<file path="config.mk">
export PLATFORM = sky130hd
export DESIGN_NAME = ordered_list_engine
export DESIGN_NICKNAME = d
export VERILOG_FILES = /design/src/hdl/ole_pkg.sv /design/src/hdl/ordered_list_engine.sv /design/src/hdl/ole_datapath.sv /design/src/hdl/ole_ctrl.sv
export SDC_FILE = /design/constraint.sdc
export NUM_CORES = 1
export LEC_CHECK = 0
export ABC_AREA = 1
export BUFFER_PORTS_ARGS = -buffer_cell sky130_fd_sc_hd__buf_2
export CORE_ASPECT_RATIO = 1.2
export CORE_MARGIN = 1
export CORE_UTILIZATION = 55
export CTS_CLUSTER_DIAMETER = 150
export DETAILED_ROUTE_END_ITERATION = 8
export PLACE_DENSITY = 0.74
export SYNTH_ARGS = -nofsm -noshare
export SYNTH_HDL_FRONTEND = slang
export SYNTH_HIERARCHICAL = 1
export SYNTH_SLANG_ARGS = --single-unit
</file>
<file path="constraint.sdc">
create_clock -name clk -period 4.7 [get_ports clk]
set_clock_uncertainty 0.05 [all_clocks]
set_input_delay 0.94 -clock clk [delete_from_list [all_inputs] [get_ports clk]]
set_output_delay 0.94 -clock clk [all_outputs]
set_load 0.05 [all_outputs]
</file>
<file path="src/hdl/ole_pkg.sv">
// ----------------------------------------------------------------------------
// ole_pkg: shared constants and types for the ordered list engine
// Opcodes, status codes and controller/datapath command and status structs.
// ----------------------------------------------------------------------------
package ole_pkg;
	localparam int LIST_CAPACITY = 16;
	localparam int AW = $clog2(LIST_CAPACITY);
	localparam int CW = $clog2(LIST_CAPACITY + 1);

	localparam logic [3:0] OP_APPEND   = 4'd0;
	localparam logic [3:0] OP_PREPEND  = 4'd1;
	localparam logic [3:0] OP_INSERT   = 4'd2;
	localparam logic [3:0] OP_CONTAINS = 4'd3;
	localparam logic [3:0] OP_STATUS   = 4'd4;
	localparam logic [3:0] OP_GET      = 4'd5;
	localparam logic [3:0] OP_INDEX_OF = 4'd6;
	localparam logic [3:0] OP_RM_FIRST = 4'd7;
	localparam logic [3:0] OP_RM_LAST  = 4'd8;
	localparam logic [3:0] OP_RM_AT    = 4'd9;
	localparam logic [3:0] OP_REVERSE  = 4'd10;
	localparam logic [3:0] OP_SORT     = 4'd11;

	localparam logic [2:0] ST_OK       = 3'd0;
	localparam logic [2:0] ST_BADPOS   = 3'd1;
	localparam logic [2:0] ST_EMPTY    = 3'd2;
	localparam logic [2:0] ST_FULL     = 3'd3;
	localparam logic [2:0] ST_NOTFOUND = 3'd4;

	// memory port command from controller
	typedef struct packed {
		logic          rd_en;
		logic [AW-1:0] rd_addr;
		logic          wr_en;
		logic [AW-1:0] wr_addr;
		logic [1:0]    wr_sel;   // 0 input value, 1 read data, 2 held word
		logic          hold_ld;  // capture read data into held word
	} ole_cmd_t;

	localparam logic [1:0] WS_VALUE = 2'd0;
	localparam logic [1:0] WS_RDATA = 2'd1;
	localparam logic [1:0] WS_HOLD  = 2'd2;

	typedef struct packed {
		logic        eq;       // read data equals input value
		logic        gt;       // held word greater than read data (signed)
		logic [31:0] rdata;
	} ole_stat_t;
endpackage

</file>
<file path="src/hdl/ordered_list_engine.sv">
// ----------------------------------------------------------------------------
// ordered_list_engine: bounded ordered list of signed 32-bit values
// Requests on the in channel (opcode, value, position), one result beat
// per request on the out channel (status, result_value, result_index,
// element_count, is_empty). Both channels use valid/ready.
// One request is in flight at a time: in_ready is low from acceptance
// until the result beat is taken. Request time is set by the single
// memory port walking the list: searches read elements in turn until
// a match; append/prepend/insert shift the elements from the insert
// position up; remove shifts later elements down (rm_last only
// shrinks the count); reverse swaps pairs from both ends; sort runs a
// compare-swap loop over every pair.
// Reset empties the list (count to zero); element storage is not cleared.
// A stalled out_ready holds the result beat and blocks new requests.
// ----------------------------------------------------------------------------
module ordered_list_engine (
	input  logic        clk,
	input  logic        arst_n,
	input  logic        in_valid,
	output logic        in_ready,
	input  logic [3:0]  opcode,
	input  logic [31:0] value,
	input  logic [7:0]  position,
	output logic        out_valid,
	input  logic        out_ready,
	output logic [2:0]  status,
	output logic [31:0] result_value,
	output logic [3:0]  result_index,
	output logic [4:0]  element_count,
	output logic        is_empty
);
	import ole_pkg::*;

	ole_cmd_t    cmd;
	ole_stat_t   stat;
	logic [31:0] value_q;

	ole_ctrl u_ctrl (
		.clk, .arst_n, .in_valid, .in_ready, .opcode, .value, .position,
		.out_valid, .out_ready, .status, .result_value, .result_index,
		.element_count, .is_empty, .cmd, .stat, .value_q
	);

	ole_datapath u_dp (
		.clk, .cmd, .value_q, .stat
	);
endmodule

</file>
<file path="src/hdl/ole_datapath.sv">
// ----------------------------------------------------------------------------
// ole_datapath: element memory, held word and compare logic
// One write and one registered read per cycle under controller command.
// ----------------------------------------------------------------------------
module ole_datapath (
	input  logic               clk,
	input  ole_pkg::ole_cmd_t  cmd,
	input  logic [31:0]        value_q,
	output ole_pkg::ole_stat_t stat
);
	import ole_pkg::*;

	logic [31:0] mem [LIST_CAPACITY];
	logic [31:0] rdata_q;
	logic [31:0] hold_q;
	logic [31:0] wdata;

	// select write data
	always_comb begin
		case (cmd.wr_sel)
			WS_VALUE: wdata = value_q;
			WS_RDATA: wdata = rdata_q;
			WS_HOLD:  wdata = hold_q;
			default:  wdata = value_q;
		endcase
	end

	// memory write and registered read
	always_ff @(posedge clk) begin
		if (cmd.wr_en) mem[cmd.wr_addr] <= wdata;
		if (cmd.rd_en) rdata_q <= mem[cmd.rd_addr];
	end

	// capture a word for swaps
	always_ff @(posedge clk) begin
		if (cmd.hold_ld) hold_q <= rdata_q;
	end

	assign stat.eq    = (rdata_q == value_q);
	assign stat.gt    = ($signed(hold_q) > $signed(rdata_q));
	assign stat.rdata = rdata_q;
endmodule

</file>
<file path="src/hdl/ole_ctrl.sv">
// ----------------------------------------------------------------------------
// ole_ctrl: request sequencer
// Decodes each request, walks the memory for shifts, searches, reverse and
// sort, and builds the result beat.
// ----------------------------------------------------------------------------
module ole_ctrl (
	input  logic                clk,
	input  logic                arst_n,
	input  logic                in_valid,
	output logic                in_ready,
	input  logic [3:0]          opcode,
	input  logic [31:0]         value,
	input  logic [7:0]          position,
	output logic                out_valid,
	input  logic                out_ready,
	output logic [2:0]          status,
	output logic [31:0]         result_value,
	output logic [3:0]          result_index,
	output logic [4:0]          element_count,
	output logic                is_empty,
	output ole_pkg::ole_cmd_t   cmd,
	input  ole_pkg::ole_stat_t  stat,
	output logic [31:0]         value_q
);
	import ole_pkg::*;

	localparam logic [3:0] S_IDLE  = 4'd0;
	localparam logic [3:0] S_DEC   = 4'd1;
	localparam logic [3:0] S_SHR   = 4'd2;  // read i-1, then write i
	localparam logic [3:0] S_SHRW  = 4'd3;
	localparam logic [3:0] S_SHL   = 4'd4;  // read i+1, then write i
	localparam logic [3:0] S_SHLW  = 4'd5;
	localparam logic [3:0] S_SRCH  = 4'd6;
	localparam logic [3:0] S_SRCHW = 4'd7;
	localparam logic [3:0] S_GETW  = 4'd8;
	localparam logic [3:0] S_SWRA  = 4'd9;  // read a
	localparam logic [3:0] S_SWRB  = 4'd10; // hold a, read b
	localparam logic [3:0] S_SWCMP = 4'd11; // b in rdata, a in hold
	localparam logic [3:0] S_SWWB  = 4'd12; // write a to j (already wrote b to i)
	localparam logic [3:0] S_OUT   = 4'd13;

	logic [3:0]    state_q;
	logic [3:0]    op_q;
	logic [CW-1:0] pos_q;
	logic [CW-1:0] cnt_q;
	logic [CW-1:0] i_q, j_q;
	logic          sort_q;
	logic [2:0]    st_q;
	logic [31:0]   rval_q;
	logic [AW-1:0] ridx_q;

	logic [CW-1:0] pos_ext;
	assign pos_ext = (position > 8'(LIST_CAPACITY)) ? CW'(LIST_CAPACITY + 1 > (1 << CW) - 1 ?
		(1 << CW) - 1 : LIST_CAPACITY + 1) : CW'(position);

	assign in_ready  = (state_q == S_IDLE);
	assign out_valid = (state_q == S_OUT);
	assign status        = st_q;
	assign result_value  = rval_q;
	assign result_index  = 4'(ridx_q);
	assign element_count = 5'(cnt_q);
	assign is_empty      = (cnt_q == '0);

	logic full, empty;
	assign full  = (cnt_q == CW'(LIST_CAPACITY));
	assign empty = (cnt_q == '0);

	// memory command decode
	always_comb begin
		cmd = '0;
		case (state_q)
			S_SHR: begin
				if (i_q != pos_q) begin
					cmd.rd_en = 1'b1; cmd.rd_addr = AW'(i_q - 1'b1);
				end
			end
			S_SHRW: begin
				cmd.wr_en = 1'b1; cmd.wr_addr = AW'(i_q); cmd.wr_sel = WS_RDATA;
			end
			S_SHL: begin
				cmd.rd_en = 1'b1; cmd.rd_addr = AW'(i_q + 1'b1);
			end
			S_SHLW: begin
				cmd.wr_en = 1'b1; cmd.wr_addr = AW'(i_q); cmd.wr_sel = WS_RDATA;
			end
			S_SRCH:  begin cmd.rd_en = 1'b1; cmd.rd_addr = AW'(i_q); end
			S_DEC: begin
				cmd.rd_en = 1'b1; cmd.rd_addr = AW'(pos_q);
			end
			S_SWRA: begin cmd.rd_en = 1'b1; cmd.rd_addr = AW'(i_q); end
			S_SWRB: begin
				cmd.hold_ld = 1'b1; cmd.rd_en = 1'b1; cmd.rd_addr = AW'(j_q);
			end
			S_SWCMP: begin
				if (!sort_q || stat.gt) begin
					cmd.wr_en = 1'b1; cmd.wr_addr = AW'(i_q); cmd.wr_sel = WS_RDATA;
				end
			end
			S_SWWB: begin
				cmd.wr_en = 1'b1; cmd.wr_addr = AW'(j_q); cmd.wr_sel = WS_HOLD;
			end
			default: ;
		endcase
		if (state_q == S_SHR && i_q == pos_q) begin
			cmd.wr_en = 1'b1; cmd.wr_addr = AW'(pos_q); cmd.wr_sel = WS_VALUE;
		end
	end

	// sequencer
	always_ff @(posedge clk or negedge arst_n) begin
		if (!arst_n) begin
			state_q <= S_IDLE;
			cnt_q   <= '0;
		end else begin
			case (state_q)
				S_IDLE: begin
					if (in_valid) begin
						op_q    <= opcode;
						value_q <= value;
						pos_q   <= pos_ext;
						st_q    <= ST_OK;
						rval_q  <= '0;
						ridx_q  <= '0;
						state_q <= S_DEC;
					end
				end
				S_DEC: begin
					state_q <= S_OUT;
					case (op_q)
						OP_APPEND, OP_PREPEND, OP_INSERT: begin
							if (full) st_q <= ST_FULL;
							else if (op_q == OP_INSERT && !empty && pos_q > cnt_q)
								st_q <= ST_BADPOS;
							else begin
								if (op_q == OP_APPEND) pos_q <= cnt_q;
								else if (op_q == OP_PREPEND || empty) pos_q <= '0;
								i_q <= cnt_q;
								state_q <= S_SHR;
							end
						end
						OP_CONTAINS, OP_INDEX_OF: begin
							if (empty) st_q <= ST_NOTFOUND;
							else begin i_q <= '0; state_q <= S_SRCH; end
						end
						OP_GET: begin
							if (empty) st_q <= ST_EMPTY;
							else if (pos_q >= cnt_q) st_q <= ST_BADPOS;
							else state_q <= S_GETW;
						end
						OP_RM_FIRST, OP_RM_LAST, OP_RM_AT: begin
							if (empty) st_q <= ST_EMPTY;
							else if (op_q == OP_RM_AT && pos_q >= cnt_q) st_q <= ST_BADPOS;
							else if (op_q == OP_RM_LAST) cnt_q <= cnt_q - 1'b1;
							else begin
								i_q <= (op_q == OP_RM_FIRST) ? '0 : pos_q;
								state_q <= S_SHL;
							end
						end
						OP_REVERSE, OP_SORT: begin
							if (cnt_q > CW'(1)) begin
								sort_q <= (op_q == OP_SORT);
								i_q <= '0;
								j_q <= (op_q == OP_SORT) ? CW'(1) : cnt_q - 1'b1;
								state_q <= S_SWRA;
							end
						end
						default: ;
					endcase
				end
				// shift up toward pos, then drop value in
				S_SHR: begin
					if (i_q == pos_q) begin
						cnt_q <= cnt_q + 1'b1;
						state_q <= S_OUT;
					end else state_q <= S_SHRW;
				end
				S_SHRW: begin
					i_q <= i_q - 1'b1;
					state_q <= S_SHR;
				end
				// shift down from i, then shrink
				S_SHL: begin
					if (i_q + 1'b1 >= cnt_q) begin
						cnt_q <= cnt_q - 1'b1;
						state_q <= S_OUT;
					end else state_q <= S_SHLW;
				end
				S_SHLW: begin
					i_q <= i_q + 1'b1;
					state_q <= S_SHL;
				end
				S_SRCH: state_q <= S_SRCHW;
				S_SRCHW: begin
					if (stat.eq) begin
						ridx_q <= AW'(i_q);
						state_q <= S_OUT;
					end else if (i_q + 1'b1 >= cnt_q) begin
						st_q <= ST_NOTFOUND;
						state_q <= S_OUT;
					end else begin
						i_q <= i_q + 1'b1;
						state_q <= S_SRCH;
					end
				end
				S_GETW: begin
					rval_q <= stat.rdata;
					state_q <= S_OUT;
				end
				S_SWRA:  state_q <= S_SWRB;
				S_SWRB:  state_q <= S_SWCMP;
				S_SWCMP: begin
					if (!sort_q || stat.gt) state_q <= S_SWWB;
					else state_q <= S_SWWB; // overridden below: no swap, so no write back of a to j
					if (sort_q && !stat.gt) begin
						// no swap: advance directly
						if (j_q + 1'b1 < cnt_q) begin
							j_q <= j_q + 1'b1;
							state_q <= S_SWRA;
						end else if (i_q + CW'(2) < cnt_q) begin
							i_q <= i_q + 1'b1;
							j_q <= i_q + CW'(2);
							state_q <= S_SWRA;
						end else state_q <= S_OUT;
					end
				end
				S_SWWB: begin
					if (!sort_q) begin
						if (i_q + CW'(2) < j_q) begin
							i_q <= i_q + 1'b1;
							j_q <= j_q - 1'b1;
							state_q <= S_SWRA;
						end else state_q <= S_OUT;
					end else if (j_q + 1'b1 < cnt_q) begin
						j_q <= j_q + 1'b1;
						state_q <= S_SWRA;
					end else if (i_q + CW'(2) < cnt_q) begin
						i_q <= i_q + 1'b1;
						j_q <= i_q + CW'(2);
						state_q <= S_SWRA;
					end else state_q <= S_OUT;
				end
				S_OUT: if (out_ready) state_q <= S_IDLE;
				default: state_q <= S_IDLE;
			endcase
		end
	end

`ifndef ASSERT_OFF
	a_cnt_range: assert property (@(posedge clk) disable iff (!arst_n)
		cnt_q <= CW'(LIST_CAPACITY)) else $error("count over capacity");
	a_no_both: assert property (@(posedge clk) disable iff (!arst_n)
		!(in_ready && out_valid)) else $error("ready while result pending");
	a_full_st: assert property (@(posedge clk) disable iff (!arst_n)
		(out_valid && st_q == ST_FULL) |-> cnt_q == CW'(LIST_CAPACITY))
		else $error("full status with room");
	a_empty_st: assert property (@(posedge clk) disable iff (!arst_n)
		(out_valid && st_q == ST_EMPTY) |-> cnt_q == '0) else $error("empty status");
`endif
endmodule
</file>
==> results of run 1 <==
state kept, by name (all words and copies together), names as in the netlist, 4 cells and up:
signal / flops
u_dp/mem: 512
u_ctrl/result_value: 32
u_ctrl/value_q: 32
u_dp/hold_q: 32
u_dp/rdata_q: 32
u_ctrl/element_count: 5
u_ctrl/i_q: 5
u_ctrl/j_q: 5
u_ctrl/pos_q: 5
u_ctrl/op_q: 4
u_ctrl/result_index: 4
u_ctrl/state_q: 4
path summary, 6_finish.rpt:
check | cells after the start | end | from
worst max register to register | 20 | u_dp/mem[0][29]$_DFFE_PP_ | u_dp/rdata_q[18]$_DFFE_PP_
min in group clk | 1 | u_ctrl/op_q[0]$_DFFE_PP_ | opcode[0]
worst min-delay path | 1 | u_ctrl/element_count[2]$_DFFE_PN0P_ | arst_n
worst min register to register | 0 | u_dp/hold_q[24]$_DFFE_PP_ | u_dp/rdata_q[24]$_DFFE_PP_
max in group asynchronous | 1 | u_ctrl/state_q[0]$_DFFE_PN0P_ | arst_n
worst max-delay path | 20 | u_dp/mem[0][29]$_DFFE_PP_ | u_dp/rdata_q[18]$_DFFE_PP_
stage by stage:
stage               utilization  hold slack [ps]
global route              0.621              180
CTS                       0.621              153
detailed placement        0.584              479
finish                    0.621              172
global placement          0.584              472
floorplan                     -              445
cell families after synthesis:
logic type,synth area share
AOI/OAI and AO/OA,0.118
xor gates and xnor gates,0.0129
adders and majority gates,0.0275
buffers and inverters,0.0631
DFF,0.665
muxes,0.0421
and+or+nand+nor,0.0710
per-layer routing:
metal,track usage,routed length [um],vias up
met2,0.469,38800,1065
met4,0.165,4390,4
met1,0.360,30400,9782
li1,-,-,9065
met5,0,27,-
met3,0.0392,6400,219
cells in the mapped netlist (all sizes together):
master,n
xor2,29
dfrtp,9
nor2,167
a21o,3
nor4,6
xnor2,16
a31oi,5
clkinv,31
o21bai,2
o21ai,189
o211ai,141
nand3b,1
o21a,2
a221oi,1
edfxtp,667
a211oi,5
ha,67
nand4,19
nand2,210
a31o,1
o31ai,5
or2,4
o32ai,2
inv,268
nor3,12
a21oi,245
a22oi,7
mux2i,128
o221ai,3
buf,56
clkbuf,62
nand3,74
o22ai,7
worst max-delay path: cells and delay by family (launching register included):
family                     cells  cell delay, ps
AOI/OAI and AO/OA              4             760
and+or+nand+nor               11            1840
adders and majority gates      1             300
DFF                            1             430
buffers and inverters          4             540
final cells by class:
| class | instances | area [sq um] | area share |
|---|---|---|---|
| flip-flops and latches | 676 | 20300 | 0.595 |
| multi-input cells | 1351 | 8440 | 0.248 |
| clock buffers | 79 | 1740 | 0.0512 |
| repair buffers | 167 | 1230 | 0.0362 |
| inverters | 299 | 1170 | 0.0343 |
| well taps | 720 | 901 | 0.0265 |
| clock inverters | 35 | 298 | 0.00875 |
| diodes | 2 | 5.00 | 0.000147 |
==> results_dict.tcl, run 1 <==
set metrics [dict create \
    maxSlewViolCount 0 \
    cts_tree "built" \
    die_y_um 260 \
    worst_setup_path_start_kind "flip-flop" \
    worst_slew_pin_slew_ps 1240 \
    clockBufferDepth 3 \
    ctsResizeCount 0 \
    synth_cell_type_count 57 \
    synth_seq_cells 676 \
    core_sq_um 54800 \
    syn_to_final_growth_pct 11.8 \
    antenna_found_initial 3 \
    outcome "complete, no violations" \
    clkSlewWorstSetupHoldPaths_ps 60 \
    vias 20100 \
    routabilityCongestion 0.973 \
    worst_skew_pair.late_latency_ps 610 \
    drt_iter0_markers 2476 \
    layout_min_cycle_time_ps 4220 \
    synth_top_area_share 0.658 \
    syn_avg_cell_area_sq_um 12.5 \
    initial_core_util 0.556 \
    crit_chain "inv_1, ha_1, nand2_1, inv_1, nand2_1, nand2_1, nand2_1, nand3_1, a21oi_1, nand2_1, nor2_1, nor2_1, o21ai_2, nand2_1, a22oi_1, o21ai_0, inv_1, nand3_1, nor2_4, buf_12" \
    setup_viol 0 \
    synthCells 2444 \
    ys_seq_area_frac 0.665 \
    drive_gt1_frac 0.135 \
    fillers 4066 \
    mostFrequentLayoutCells "edfxtp_1, inv_1, a21oi_1, nand2_1, nor2_1" \
    cts_root_buf "clkbuf_16" \
    place.detailed.hpwl_um 51900 \
    critical_path_class "reg2reg" \
    dieArea_sq_um 56300 \
    fin_area_sq_um 34000 \
    ioPinCount 95 \
    cp_common_cell "nand2_1" \
    grt-ovfl-total 0 \
    cp_slowest_stage_delay_ps 620 \
    holdBufCountCts 0 \
    grt_use_total 0.284 \
    portBuffers 94 \
    syn_nets 2559 \
    grt_pass1_wl_um 118000 \
    setup.worst_path.end_class "flip-flop" \
    slowest_stage "nor2_4" \
    hp-class "in2async" \
    crit_path_max_fanout 19 \
    place_ws_ps 575 \
    wl_per_cell_um 24.0 \
    critPathRequiredTime_ps 4960 \
    fin_ws_ps 484 \
    dpl_cell_area_sq_um 32000 \
    finalCritPeriodShare 0.897 \
    rsz0062_at_grt "no" \
    drt-pass1-iter-count 8 \
    drc 0 \
    stdcell_count 3329 \
    ys_warn_count 6 \
    r2r_slack_ps 480 \
    ant_nets 0 \
    cts_setup_buffers 0 \
    dp_cells 3213 \
    rows 94 \
    vias_per_cell 6.05 \
    tns_ps 0 \
    htreeDepth 3 \
    layout_commonest_cell "edfxtp_1" \
    die_x_um 217 \
    timing.fmax_mhz 237 \
    netlist.top_cell.by_area "edfxtp_1" \
    nets 2676 \
    grt_max_degree 92 \
    routed_wl_um 80000 \
    syn_area_sq_um 30500 \
    cts_made_buffers 66 \
    clock_sinks 676 \
    netlist_top_cells_area "edfxtp_1, mux2i_1, a21oi_1" \
    slew_headroom 0.168 \
    timing_hold_violations_final 0 \
    drv_cap 0 \
    crit_arrival_ps 4470 \
    grt_pass1_vias 19500 \
]
Power of run 1 is not shown: default switching activity piles up to over one toggle a cycle in this logic, so the estimate is an artifact.
==> run 2, diff against run 1 <==
==> constraint.sdc (replaced) <==
create_clock -name clk -period 3.9 [get_ports clk]
set_clock_uncertainty 0.05 [all_clocks]
set_input_delay 0.78 -clock clk [delete_from_list [all_inputs] [get_ports clk]]
set_output_delay 0.78 -clock clk [all_outputs]
set_load 0.05 [all_outputs]
==> run 2 against run 1 <==
  * First-iteration DRC count is 16% lower
  * Critical endpoint is now u_dp/mem[8][2]$_DFFE_PP_
  * Die area stayed put
  * Via count is 0.74% higher
  * Largest cell class unchanged
  * Cell area is 2.7% higher
  * Critical path type unchanged
  * Flip-flop and latch count stayed put
==> results_dict.tcl, run 2 (synthesis gave the netlist of run 1 again) <==
set metrics [dict create \
    outcome "complete, no violations" \
    portBuffers 94 \
    power_density_nw_per_um2 961 \
    mostFrequentLayoutCells "edfxtp_1, inv_1, a21oi_1, nand2_1, nor2_1" \
    crit_path_max_fanout 15 \
    critical_path_class "reg2reg" \
    place_ws_ps 112 \
    rows 94 \
    hp-class "in2reg" \
    drive_gt1_frac 0.163 \
    multi_input_area_sq_um 8470 \
    slew_headroom 0.400 \
    crit_arrival_ps 3910 \
    routabilityCongestion 0.909 \
    worst_skew_pair.late_latency_ps 610 \
    place.detailed.hpwl_um 51000 \
    die_y_um 260 \
    grt_use_total 0.274 \
    routed_wl_um 76800 \
    vias_per_cell 5.96 \
    drt_iter0_markers 2079 \
    clock_sinks 676 \
    fin_area_sq_um 35000 \
    grt_pass1_vias 20100 \
    die_x_um 217 \
    clkSlewWorstSetupHoldPaths_ps 60 \
    antenna_found_initial 0 \
    vias 20300 \
    seq_area_sq_um 20300 \
    cts_tree "built" \
    initial_core_util 0.556 \
    grt_max_degree 90 \
    rsz0062_at_grt "no" \
    diodes 0 \
    cts_root_buf "clkbuf_16" \
    largest_reg_flops 512 \
    dieArea_sq_um 56300 \
    syn_to_final_growth_pct 14.8 \
    worst_setup_path_start_kind "flip-flop" \
    dp_cells 3285 \
    dpl_cell_area_sq_um 32900 \
    finalCritPeriodShare 0.940 \
    stdcell_count 3402 \
    timing_hold_violations_final 0 \
    core_sq_um 54800 \
    ant_nets 0 \
    htreeDepth 3 \
    grt-ovfl-total 0 \
    fin_ws_ps 235 \
    cts_made_buffers 66 \
    setup_viol 0 \
    ioPinCount 95 \
    critPathRequiredTime_ps 4150 \
    regMostFlops "u_dp/mem" \
    worst_slew_pin_slew_ps 897 \
    grt_pass1_wl_um 117000 \
    layout_commonest_cell "edfxtp_1" \
    drc 0 \
    p_leak_nw 12.9 \
    tns_ps 0 \
    wl_per_cell_um 22.6 \
    maxSlewViolCount 0 \
    nets 2749 \
    irDropWorstVdd_mv 0.851 \
    setup.worst_path.end_class "flip-flop" \
    clockBufferDepth 3 \
    drt-pass1-iter-count 7 \
    fillers 4001 \
    drv_cap 0 \
    timing.fmax_mhz 273 \
    layout_min_cycle_time_ps 3660 \
]
run 2: metrics by stage:
stage           util  total power, mW  hold WS [ps]
2_1_floorplan      -             21.3           434
5_1_grt        0.638             35.2           293
6_report       0.638             33.6           301
3_3_place_gp   0.600             26.7           474
3_5_place_dp   0.600             27.2           483
4_1_cts        0.638             33.4           271
run 2: final cells by class:
type	count	share of cell area
clock buffer	81	0.0507
timing repair buffer	240	0.0611
inverter	299	0.0333
sequential	676	0.579
clock inverter	35	0.00783
multi-input combinational	1351	0.242
tap	720	0.0258
run 2: worst max-delay path: stages, from the launching register on:
cell and delay, ps:
edfxtp_1 390, ha_1 310, nand2_1 80, nor2_1 180, nand4_1 160, nor2_1 190, nand2_1 80, nand2_1 80
nor2_1 40, nor2_1 180, o21ai_2 90, nand2_1 140, buf_4 160, inv_1 50, o221ai_1 420, nand2_2 270
nor2_4 260, buf_12 200
run 2: report_power, final:
part | leakage [nW] | switching, mW | internal [mW]
Combinational | 5.68 | 11.2 | 5.09
Sequential | 6.16 | 0.413 | 10.7
Clock | 1.01 | 2.69 | 3.45
run 2: path summary, 6_finish.rpt:
check | from | end | slack [ps] | depth (start not counted)
min in group asynchronous | arst_n | u_ctrl/element_count[4]$_DFFE_PN0P_ | 560 | 2
worst max-delay path | u_dp/hold_q[23]$_DFFE_PP_ | u_dp/mem[8][2]$_DFFE_PP_ | 240 | 17
worst max register to register | u_dp/hold_q[23]$_DFFE_PP_ | u_dp/mem[8][2]$_DFFE_PP_ | 240 | 17
max in group asynchronous | arst_n | u_ctrl/state_q[0]$_DFFE_PN0P_ | 2990 | 2
worst min register to register | u_dp/rdata_q[28]$_DFFE_PP_ | u_dp/hold_q[28]$_DFFE_PP_ | 490 | 0
worst min-delay path | value[28] | u_ctrl/value_q[28]$_DFFE_PP_ | 300 | 1
run 2: what timing repair did:
| action | CTS | global route |
|---|---|---|
| hold endpoints to repair | 1 | 0 |
| hold buffers | 1 | 0 |
| resized for setup | 0 | 12 |
| setup buffers | 0 | 0 |
| endpoints found under the setup margin | 0 | 494 |
run 2: routing by layer:
layer	track usage	routed length, um	share of wire	up-vias
li1	-	-	-	9197
met3	0.0350	5690	0.074	140
met5	0	0	0	-
met2	0.452	37100	0.48	970
met1	0.369	31400	0.41	9977
met4	0.112	2590	0.034	0
Note: power is estimated with default switching activity, not from simulation.
